--- config.mk ---
export PLATFORM = sky130hd
export DESIGN_NAME = sorted_priority_queue
export DESIGN_NICKNAME = d
export VERILOG_FILES = /design/src/hw/rtl/spq_pkg.sv /design/src/hw/rtl/spq_ctrl.sv /design/src/hw/rtl/spq_datapath.sv /design/src/hw/rtl/sorted_priority_queue.sv
export SDC_FILE = /design/constraint.sdc
export NUM_CORES = 1
export LEC_CHECK = 0
export BUFFER_PORTS_ARGS = -buffer_cell sky130_fd_sc_hd__buf_2
export CELL_PAD_IN_SITES_DETAIL_PLACEMENT = 0
export CELL_PAD_IN_SITES_GLOBAL_PLACEMENT = 1
export CORE_MARGIN = 8
export CORE_UTILIZATION = 25
export DETAILED_ROUTE_END_ITERATION = 10
export GPL_ROUTABILITY_DRIVEN = 0
export MAX_ROUTING_LAYER = met4
export PLACE_DENSITY = 0.51
export RECOVER_POWER = 50
export SKIP_CTS_REPAIR_TIMING = 1
export SYNTH_ARGS = -nofsm -noshare
export SYNTH_HDL_FRONTEND = slang
export SYNTH_HIERARCHICAL = 1
export SYNTH_SLANG_ARGS = --single-unit
export TNS_END_PERCENT = 30
--- constraint.sdc ---
create_clock -name clk -period 6.54 [get_ports clk]
set_input_delay 0.327 -clock clk [delete_from_list [all_inputs] [get_ports clk]]
set_output_delay 0.327 -clock clk [all_outputs]
set_load 0.05 [all_outputs]
--- src/hw/rtl/spq_pkg.sv ---
`timescale 1ns / 1ps
// ----------------------------------------------------------------------------
// spq_pkg
// Shared types and codes for the sorted priority queue.
// ----------------------------------------------------------------------------
package spq_pkg;

	localparam int DEPTH_DEFAULT     = 16;
	localparam int KEY_WIDTH_DEFAULT = 16;

	localparam int KEY_PORT_WIDTH    = 16;
	localparam int COUNT_PORT_WIDTH  = 5;
	localparam int STATUS_WIDTH      = 2;

	localparam logic CMD_INSERT = 1'b0;
	localparam logic CMD_REMOVE = 1'b1;

	localparam logic [STATUS_WIDTH-1:0] STATUS_DONE  = 2'd0;
	localparam logic [STATUS_WIDTH-1:0] STATUS_FULL  = 2'd1;
	localparam logic [STATUS_WIDTH-1:0] STATUS_EMPTY = 2'd2;

	typedef enum logic {
		S_IDLE,
		S_EXEC
	} ctrl_state_t;

	typedef struct packed {
		logic capture;
		logic apply;
	} dp_cmd_t;

endpackage

--- src/hw/rtl/spq_ctrl.sv ---
`timescale 1ns / 1ps
// ----------------------------------------------------------------------------
// spq_ctrl
// Sequencer: takes one command, applies it once the result register is free.
// ----------------------------------------------------------------------------
module spq_ctrl (
	input  logic            clk,
	input  logic            arst_n,
	input  logic            cmd_valid,
	output logic            cmd_stall,
	output logic            res_valid,
	input  logic            res_stall,
	output spq_pkg::dp_cmd_t dp_cmd
);
	import spq_pkg::*;

	ctrl_state_t state_q, state_d;
	logic        res_valid_q, res_valid_d;

	always_ff @(posedge clk or negedge arst_n) begin
		if (!arst_n) begin
			state_q     <= S_IDLE;
			res_valid_q <= 1'b0;
		end else begin
			state_q     <= state_d;
			res_valid_q <= res_valid_d;
		end
	end

	always_comb begin
		state_d        = state_q;
		res_valid_d    = res_valid_q && res_stall;
		dp_cmd.capture = 1'b0;
		dp_cmd.apply   = 1'b0;
		unique case (state_q)
			S_IDLE: begin
				if (cmd_valid) begin
					dp_cmd.capture = 1'b1;
					state_d        = S_EXEC;
				end
			end
			S_EXEC: begin
				// hold until the result register is empty or drains this cycle
				if (!res_valid_q || !res_stall) begin
					dp_cmd.apply = 1'b1;
					res_valid_d  = 1'b1;
					state_d      = S_IDLE;
				end
			end
			default: state_d = S_IDLE;
		endcase
	end

	assign cmd_stall = (state_q != S_IDLE);
	assign res_valid = res_valid_q;

endmodule

--- src/hw/rtl/spq_datapath.sv ---
`timescale 1ns / 1ps
// ----------------------------------------------------------------------------
// spq_datapath
// Row of compare-and-shift cells holding the keys in priority order.
// ----------------------------------------------------------------------------
module spq_datapath #(
	parameter int DEPTH     = spq_pkg::DEPTH_DEFAULT,
	parameter int KEY_WIDTH = spq_pkg::KEY_WIDTH_DEFAULT
) (
	input  logic                                 clk,
	input  logic                                 arst_n,
	input  spq_pkg::dp_cmd_t                     dp_cmd,
	input  logic                                 cfg_we,
	input  logic                                 cfg_wdata,
	input  logic                                 command,
	input  logic [spq_pkg::KEY_PORT_WIDTH-1:0]   key,
	output logic [spq_pkg::KEY_PORT_WIDTH-1:0]   head_key,
	output logic [spq_pkg::COUNT_PORT_WIDTH-1:0] entry_count,
	output logic [spq_pkg::STATUS_WIDTH-1:0]     status
);
	import spq_pkg::*;

	localparam int CW = $clog2(DEPTH + 1);
	localparam int KP = KEY_PORT_WIDTH;
	localparam int CP = COUNT_PORT_WIDTH;

	logic                    order_select_q;
	logic                    command_q;
	logic [KEY_WIDTH-1:0]    key_q;
	logic [KEY_WIDTH-1:0]    keys_q [DEPTH];
	logic [KEY_WIDTH-1:0]    keys_d [DEPTH];
	logic [KEY_WIDTH-1:0]    ins_val [DEPTH];
	logic [KEY_WIDTH-1:0]    rem_val [DEPTH];
	logic [DEPTH-1:0]        take;
	logic [DEPTH-1:0]        reached;
	logic [CW-1:0]           count_q, count_d;
	logic                    full, empty, ins_ok, rem_ok;
	logic [STATUS_WIDTH-1:0] status_d;
	logic [KEY_WIDTH-1:0]    head_d;
	logic [KEY_WIDTH+KP-1:0] key_wide;
	logic [KEY_WIDTH+KP-1:0] head_wide;
	logic [CW+CP-1:0]        count_wide;
	logic [KP-1:0]           head_key_q;
	logic [CP-1:0]           entry_count_q;
	logic [STATUS_WIDTH-1:0] status_q;

	assign key_wide = {{KEY_WIDTH{1'b0}}, key};

	always_ff @(posedge clk or negedge arst_n) begin
		if (!arst_n) begin
			order_select_q <= 1'b0;
		end else if (cfg_we) begin
			order_select_q <= cfg_wdata;
		end
	end

	always_ff @(posedge clk) begin
		if (dp_cmd.capture) begin
			command_q <= command;
			key_q     <= key_wide[KEY_WIDTH-1:0];
		end
	end

	assign full   = (count_q == CW'(DEPTH));
	assign empty  = (count_q == '0);
	assign ins_ok = (command_q == CMD_INSERT) && !full;
	assign rem_ok = (command_q == CMD_REMOVE) && !empty;

	for (genvar i = 0; i < DEPTH; i++) begin : g_cell
		logic occupied, outranks;
		assign occupied = (CW'(i) < count_q);
		assign outranks = order_select_q ? (key_q < keys_q[i]) : (key_q > keys_q[i]);
		assign take[i]  = occupied ? outranks : 1'b1;

		if (i == 0) begin : g_first
			assign reached[i] = take[i];
			assign ins_val[i] = reached[i] ? key_q : keys_q[i];
		end else begin : g_rest
			assign reached[i] = reached[i-1] | take[i];
			assign ins_val[i] = !reached[i] ? keys_q[i] :
				(reached[i-1] ? keys_q[i-1] : key_q);
		end

		if (i == DEPTH - 1) begin : g_last
			assign rem_val[i] = keys_q[i];
		end else begin : g_inner
			assign rem_val[i] = keys_q[i+1];
		end

		assign keys_d[i] = ins_ok ? ins_val[i] : (rem_ok ? rem_val[i] : keys_q[i]);
	end

	always_comb begin
		count_d  = count_q;
		status_d = STATUS_DONE;
		if (command_q == CMD_INSERT) begin
			if (full) status_d = STATUS_FULL;
			else      count_d  = count_q + CW'(1);
		end else begin
			if (empty) status_d = STATUS_EMPTY;
			else       count_d  = count_q - CW'(1);
		end
	end

	assign head_d     = (count_d != '0) ? keys_d[0] : '0;
	assign head_wide  = {{KP{1'b0}}, head_d};
	assign count_wide = {{CP{1'b0}}, count_d};

	always_ff @(posedge clk or negedge arst_n) begin
		if (!arst_n) begin
			count_q <= '0;
		end else if (dp_cmd.apply) begin
			count_q <= count_d;
		end
	end

	always_ff @(posedge clk) begin
		if (dp_cmd.apply) begin
			for (int i = 0; i < DEPTH; i++) keys_q[i] <= keys_d[i];
			head_key_q    <= head_wide[KP-1:0];
			entry_count_q <= count_wide[CP-1:0];
			status_q      <= status_d;
		end
	end

	assign head_key    = head_key_q;
	assign entry_count = entry_count_q;
	assign status      = status_q;

endmodule

--- src/hw/rtl/sorted_priority_queue.sv ---
`timescale 1ns / 1ps
// ----------------------------------------------------------------------------
// sorted_priority_queue
// Priority queue of up to DEPTH keys kept in sorted order.
// ----------------------------------------------------------------------------
// Command channel (cmd_valid / cmd_stall): command 0 inserts key, command 1
// removes the head. Result channel (res_valid / res_stall): head_key,
// entry_count and status, one result per command. A transfer happens on a
// clock edge with valid high and stall low.
// Each command is first captured into the input register; then, in the execute
// step, every cell compares against the key and shifts in parallel, and the
// result register is loaded. The next command is taken only once the queue is
// back in idle, i.e. after the current command has left the execute step.
// The result register decouples the sides: a command is still taken while a
// result waits; while the receiver stalls, the next command holds in the
// execute step until the result register drains.
// cfg_we/cfg_wdata write order_select; user must write it only while idle (not
// enforced). 0 serves the largest key first, 1 the smallest; equal keys FIFO.
// Reset empties the queue and sets order_select to 0; no clearing pass.
// ----------------------------------------------------------------------------
module sorted_priority_queue #(
	parameter int DEPTH     = spq_pkg::DEPTH_DEFAULT,
	parameter int KEY_WIDTH = spq_pkg::KEY_WIDTH_DEFAULT
) (
	input  logic                                 clk,
	input  logic                                 arst_n,
	input  logic                                 cfg_we,
	input  logic                                 cfg_wdata,
	input  logic                                 cmd_valid,
	output logic                                 cmd_stall,
	input  logic                                 command,
	input  logic [spq_pkg::KEY_PORT_WIDTH-1:0]   key,
	output logic                                 res_valid,
	input  logic                                 res_stall,
	output logic [spq_pkg::KEY_PORT_WIDTH-1:0]   head_key,
	output logic [spq_pkg::COUNT_PORT_WIDTH-1:0] entry_count,
	output logic [spq_pkg::STATUS_WIDTH-1:0]     status
);
	import spq_pkg::*;

	dp_cmd_t dp_cmd;

	spq_ctrl u_ctrl (
		.clk       (clk),
		.arst_n    (arst_n),
		.cmd_valid (cmd_valid),
		.cmd_stall (cmd_stall),
		.res_valid (res_valid),
		.res_stall (res_stall),
		.dp_cmd    (dp_cmd)
	);

	spq_datapath #(
		.DEPTH     (DEPTH),
		.KEY_WIDTH (KEY_WIDTH)
	) u_datapath (
		.clk         (clk),
		.arst_n      (arst_n),
		.dp_cmd      (dp_cmd),
		.cfg_we      (cfg_we),
		.cfg_wdata   (cfg_wdata),
		.command     (command),
		.key         (key),
		.head_key    (head_key),
		.entry_count (entry_count),
		.status      (status)
	);

endmodule

==> impl_metrics.toml, run 1 <==
[run_status]
status = "finished, violations left"
violations = "negative hold slack, max-capacitance violations, max-slew violations"

[sta]
worst_pin_slew_ns = 2.658
setup_viol = 0
final.setup.tns_ns = 0
post-route-period-util = 0.8268
finalCriticalPeriod_ns = 5.407
slew_headroom = -0.7721
rsz0062_at_grt = "no"
finalClockSkew_ns = 0.02786
timing_hold_violations_final = 1
drv_slew = 133
max_freq_mhz = 184.9
whs_ns = -0.01380

[drt]
routed-via-count = 18070
drt-total-wl_um = 84450
met2_length_um = 39300
drcViolationCount = 0
routedWlPerCell_um = 24.69
wl_met3_um = 4879
wl_met1_um = 38370
routed.top_layer = "met4"
ant_nets = 0
dr.pass1.iters = 6
drtIter0Drc = 1673
vias_per_cell = 5.283

[synthesis]
ys_types = 75
synth_area_mm2 = 0.02143
synthTopCellsByArea = "edfxtp_1 41%, ha_1 15%, inv_1 4.9%, nand2_1 3.3%, mux2i_1 3.3%"
syn-num-nets = 2490
ys_seq_area_frac = 0.4241
synth_edf_count = 296
synth_async_sr_flop_share = 0.02632
synth_ff_type = "edfxtp_1"
ys_warn_count = 6
syn-mean-instance-area_um2 = 9.706
ys_ff_latch = 304
yosysTopAreaCell = "edfxtp_1"
synthCells = 2208
synth_xor_area_frac = 0.0008174
synth_top_area_frac = 0.4148
yosys.area_share.simple = 0.1331
synth_adder_area_share = 0.1512
synth_top_family_by_area = "compound AO/OA/AOI/OAI gates"
synth-compound-area-share = 0.1806
synthMuxAreaShare = 0.03591

[final_layout]
nets = 2532
drive_gt1_frac = 0.06148
layout.cells.non_filler = 3421
n_fill_cell = 8979
n_antenna_cell = 0
area_delta_synth_final_pct = 14.11

[clocking]
numCtsBuffers = 40
worstSkewPairLatency_ns = 0.58
cts_sinks = 304
htree_levels = 2
clk_pin_slew_ns = 0.06
cts.path.max_buffers = 3
cts_tree = "yes"
root_buffer = "clkbuf_16"

[place]
placedCellCount = 3332
port_buffers = 47
dp_hpwl_um = 62630

[power]
powerDensity_mw_per_mm2 = 326.1
p_leak_nw = 9.840
peakVddDrop_mv = 0.2970

[global_route]
antenna_found_initial = 2
grt_pass1_wl_um = 123500
grt_use_total = 0.1784
gr-total-overflow = 0
grt_pass1_vias = 17970
grt_max_degree = 86

[worst_hold_path]
min_path_type = "input pin to register"

[job]
maxCapViolations = 4

[die]
rows = 107
ioPinCount = 48
floorplan.core_area_mm2 = 0.08501
die_y_um = 308.8
dieArea_mm2 = 0.09535
die_w_um = 308.8
start_util = 0.2521

[worst_setup_path]
cp.required_ns = 6.97
critPathCaptureType = "register"
worstSetupPathType = "register to register"
path_max_fanout = 33
worstPathArrival_ns = 5.84
startpoint_type = "register"
cell type report:
cell class | count | area (um2) | share of cell area
multi-input cells | 1493 | 10770 | 0.4404
flip-flops and latches | 304 | 9089 | 0.3717
well taps | 1144 | 1431 | 0.05853
clock buffers | 51 | 1064 | 0.04349
inverters | 281 | 1055 | 0.04313
repair buffers | 130 | 830.8 | 0.03397
clock inverters | 18 | 214.0 | 0.008749
synth_stat cells, types with 8 or more instances:
cell type  number
edfxtp_1      296
inv_1         281
ha_1          259
nand2_1       191
nor2_1        149
a21oi_1       126
o21ai_0       117
clkbuf_1      100
nand3_1        83
mux2i_1        71
o221ai_1       67
a221o_1        61
nor3_1         53
nand4_1        51
a31oi_1        23
nor2b_1        18
a22oi_1        17
o31a_1         17
a211oi_1       16
a21o_1         15
buf_2          14
a222oi_1       13
o211ai_1       12
and2_1         10
buf_1          10
nor4_1          9
o21a_1          9
and3_1          8
dfrtp_1         8
nand2b_1        8
registers in the layout, indices dropped and copies added, names as in the netlist:
signal / count
u_ctrl/cmd_stall: 1
u_ctrl/res_valid: 1
u_datapath/command_q: 1
u_datapath/count_q: 5
u_datapath/entry_count: 5
u_datapath/head_key: 16
u_datapath/key_q: 16
u_datapath/keys_q: 256
u_datapath/order_select_q: 1
u_datapath/status: 2
layer usage:
layer,global-route usage,vias to the layer above
li1,-,8332
met1,0.2368,9049
met2,0.2857,593
met3,0.02529,100
met4,0.04558,0
met5,-,-
cells in the final DEF (no fill, tap or decap), types with 19 or more instances in the layout:
master | Yosys | final
clkbuf_1 | 100 | 52
nor3_1 | 53 | 53
nor2b_1 | 18 | 19
a21oi_1 | 126 | 126
a31oi_1 | 23 | 20
clkbuf_16 | 0 | 41
nor2_1 | 149 | 149
nand2_1 | 191 | 191
edfxtp_1 | 296 | 296
buf_4 | 4 | 53
dlygate4sd3_1 | 0 | 20
o21ai_0 | 117 | 117
o221ai_1 | 67 | 67
nand4_1 | 51 | 51
inv_1 | 281 | 281
ha_1 | 259 | 259
nand3_1 | 83 | 82
mux2i_1 | 71 | 72
a221o_1 | 61 | 61
path summary, 6_finish.rpt:
kind	startpoint	end	slack [ns]	cells past startpoint
worst max-delay path	u_datapath/key_q[8]$_DFFE_PP_	u_datapath/head_key[8]$_SDFFCE_PN0P_	1.13	9
worst min-delay path	res_stall	u_ctrl/res_valid$_DFF_PN0_	-0.01	2
worst max register to register	u_datapath/key_q[8]$_DFFE_PP_	u_datapath/head_key[8]$_SDFFCE_PN0P_	1.13	9
worst min register to register	u_ctrl/cmd_stall$_DFF_PN0_	u_ctrl/res_valid$_DFF_PN0_	0.56	1
max in group asynchronous	arst_n	u_datapath/count_q[4]$_DFFE_PN0P_	5.82	2
min in group asynchronous	arst_n	u_datapath/count_q[3]$_DFFE_PN0P_	0.30	2
cell families (layout without fill, tap and decap cells):
group                      Yosys count  in the layout
adders and majority gates          259            259
AOI/OAI and AO/OA                  548            548
DFF                                304            304
xor gates and xnor gates             2              2
muxes                               76             76
buffers and inverters              411            480
and+or+nand+nor                    608            608
per-stage QoR:
step	hold slack [ns]	setup slack, ns	util	area, um2	total power [mW]
global route	-0.02569	0.8616	0.2876	24450	8.412
floorplan	0.03141	0.8751	-	21430	4.670
detailed placement	0.2246	1.771	0.2718	23110	5.760
CTS	-0.3964	1.738	0.2869	24390	8.049
finish	-0.01380	1.133	0.2876	24450	7.975
global placement	0.2230	1.785	0.2718	23110	5.742
critical path, cell delays in order, from the launching register on:
cell      delay [ns]
edfxtp_1        0.81
ha_1            0.50
nand4_1         0.14
a2111o_1        0.40
a311o_1         0.33
o211ai_1        0.29
clkbuf_1        1.28
and2_0          0.92
a222oi_1        0.36
nor2_1          0.19
power by group:
part	internal (mW)	total (mW)	leakage (nW)	switching (mW)
sequential	2.63	3.00	2.87	0.372
combinational	0.879	2.72	6.35	1.84
clock	1.34	2.26	0.623	0.916
total	4.85	7.97	9.84	3.12
No activity file was read; power rests on OpenSTA's default activity.
==> inputs of run 2 (changes only) <==
- ABC_AREA: not set -> 1
- PLACE_DENSITY: 0.51 -> 0.53
- clock period: 6.54 -> 4.5 ns (I/O delays scaled with it)
==> impl_metrics.toml, run 2 <==
[synthesis]
synthTopCellsByArea = "edfxtp_1 42%, ha_1 15%, nand2_1 6.8%, nand3_1 6.4%, inv_1 6.3%"
synth_area_mm2 = 0.02139
yosysTopAreaCell = "edfxtp_1"
synth_edf_count = 296
synth_top_area_frac = 0.4155
ys_types = 48
ys_ff_latch = 304
synth_ff_type = "edfxtp_1"
ys_top_cells_by_count = "386 x nand2_1, 361 x inv_1, 296 x edfxtp_1, 275 x nand3_1, 259 x ha_1"
syn-num-nets = 2677
ys_seq_area_frac = 0.4249
synthCells = 2395
syn-mean-instance-area_um2 = 8.931
ys_warn_count = 6
synth.most_common_cell = "nand2_1"
synth_async_sr_flop_share = 0.02632

[sta]
worst_pin_slew_ns = 2.641
finalClockSkew_ns = 0.02402
timing_hold_violations_final = 0
slew_headroom = -0.7604
post-route-period-util = 0.9473
worst_slack_ns = 0.2370
finalCriticalPeriod_ns = 4.263
setup_viol = 0
whs_ns = 0.1494
max_freq_mhz = 234.6
rsz0062_at_grt = "no"
drv_slew = 50

[worst_setup_path]
cp.required_ns = 4.89
slowest_stage = "clkbuf_1"
r2r-start = "u_datapath/key_q[1]$_DFFE_PP_"
path_cells = "buf_4 > ha_1 > nand3_1 > nand3_1 > nand2_1 > nand3_1 > nand2_1 > nand3_1 > nor2_8 > nand3_4 > buf_4 > nor2_1 > clkbuf_1 > nand2_1 > o221ai_1"
worstPathArrival_ns = 4.65
cpPeakStageDelay_ns = 0.82
path_max_fanout = 18
path_delay_family = "simple AND/OR/NAND/NOR gates"
crit_buf_inv = 3
worstSetupPathType = "register to register"
crit_start = "u_datapath/key_q[1]$_DFFE_PP_"
startpoint_type = "register"
critPathCaptureType = "register"
path_common_cell = "nand3_1"

[place]
detailedPlace.worstSlack_ns = -0.1632
port_buffers = 47
dp_hpwl_um = 59950

[die]
die_y_um = 308.5
rows = 107
floorplan.core_area_mm2 = 0.08501
ioPinCount = 48
start_util = 0.2516
dieArea_mm2 = 0.09518
die_w_um = 308.5

[drt]
routed.top_layer = "met4"
met2_length_um = 38500
wl_met3_um = 4534
routedWlPerCell_um = 22.43
ant_nets = 0
wl_met1_um = 36220
drcViolationCount = 0
drt-total-wl_um = 82330
drtIter0Drc = 1376
vias_per_cell = 5.071
dr.pass1.iters = 6
routed-via-count = 18610

[run_status]
status = "finished, violations left"
violations = "max-capacitance violations, max-slew violations"

[clocking]
cts_tree = "yes"
htree_levels = 2
cts.path.max_buffers = 3
worstSkewPairLatency_ns = 0.57
root_buffer = "clkbuf_16"
clk_pin_slew_ns = 0.06
cts_sinks = 304
numCtsBuffers = 40

[final_layout]
nets = 2776
seq_area_mm2 = 0.009089
top_register = "u_datapath/keys_q"
multi_input_area_mm2 = 0.01050
final_common_cell = "nand2_1"
drive_gt1_frac = 0.08116
layout_common_cells = "385 x nand2_1, 361 x inv_1, 296 x edfxtp_1"
area_delta_synth_final_pct = 16.03
largest_register_ff_count = 256
n_fill_cell = 9021

[power]
p_leak_nw = 10.65
powerDensity_mw_per_mm2 = 479.8
peakVddDrop_mv = 0.2238
p_int_mw = 7.123
switching_power_mw = 4.786
power.switching_fraction = 0.4019
comb_power_share = 0.371
p_seq_frac = 0.361
p_clk_frac = 0.269

[global_route]
grt_pass1_wl_um = 121100
gr-total-overflow = 0
grt_pass1_vias = 18430
grt_max_degree = 168
antenna_found_initial = 3
grt_use_total = 0.1730

[job]
maxCapViolations = 1

[worst_hold_path]
min_path_type = "input pin to async pin"
## run 2: kinds of logic after synthesis
| kind of cell | synth area share |
|---|---|
| flip-flops | 0.4249 |
| multiplexers | 0.0005264 |
| adder cells (fa/ha/maj) | 0.1515 |
| AND/OR/NAND/NOR | 0.1776 |
| AO/OA/AOI/OAI | 0.1596 |
| XOR/XNOR | 0.001638 |
| buffers and inverters | 0.08429 |
## run 2: power by group through the flow
stage          clock network (mW)  registers, mW  logic [mW]
2_1_floorplan                   0           4.41        2.75
3_3_place_gp                    0           4.36        4.35
3_5_place_dp                    0           4.36        4.40
4_1_cts                      3.29           4.31        4.43
5_1_grt                      3.38           4.35        4.92
6_report                     3.20           4.30        4.41
## run 2: final timing paths
check | to | slack (ns) | depth (start not counted)
setup / recovery | u_datapath/keys_q[5][10]$_DFFE_PP_ | 0.24 | 15
hold / removal | u_datapath/count_q[2]$_DFFE_PN0P_ | 0.15 | 2
setup reg to reg | u_datapath/keys_q[5][10]$_DFFE_PP_ | 0.24 | 15
hold reg to reg | u_ctrl/res_valid$_DFF_PN0_ | 0.56 | 2
max in group asynchronous | u_ctrl/cmd_stall$_DFF_PN0_ | 3.98 | 2
min in group clk | u_datapath/key_q[3]$_DFFE_PP_ | 0.38 | 2
## run 2: routing by layer
layer / vias to the layer above / GRT usage
met5: - / -
met4: 0 / 0.06288
met3: 147 / 0.02941
met2: 528 / 0.2749
met1: 9127 / 0.2209
li1: 8812 / -
## run 2: through the flow
step           utilization  area [um2]  power [mW]  instances  TNS, ns
6_report            0.2920       24820       11.91       3671        0
3_5_place_dp        0.2745       23340       8.765       3566   -4.468
2_1_floorplan            -       21390       7.166       2395        0
5_1_grt             0.2920       24820       12.65       3671        0
4_1_cts             0.2894       24600       12.03       3640   -5.783
3_3_place_gp        0.2745       23340       8.708       3566   -3.241
## run 2: area by class of cell
type                    count  share of cell area
flip-flops and latches    304              0.3662
multi-input cells        1619              0.4229
repair buffers            158             0.04572
well taps                1144             0.05767
clock inverters            16            0.006553
inverters                 371             0.05656
clock buffers              58             0.04431
diodes                      1           0.0001008
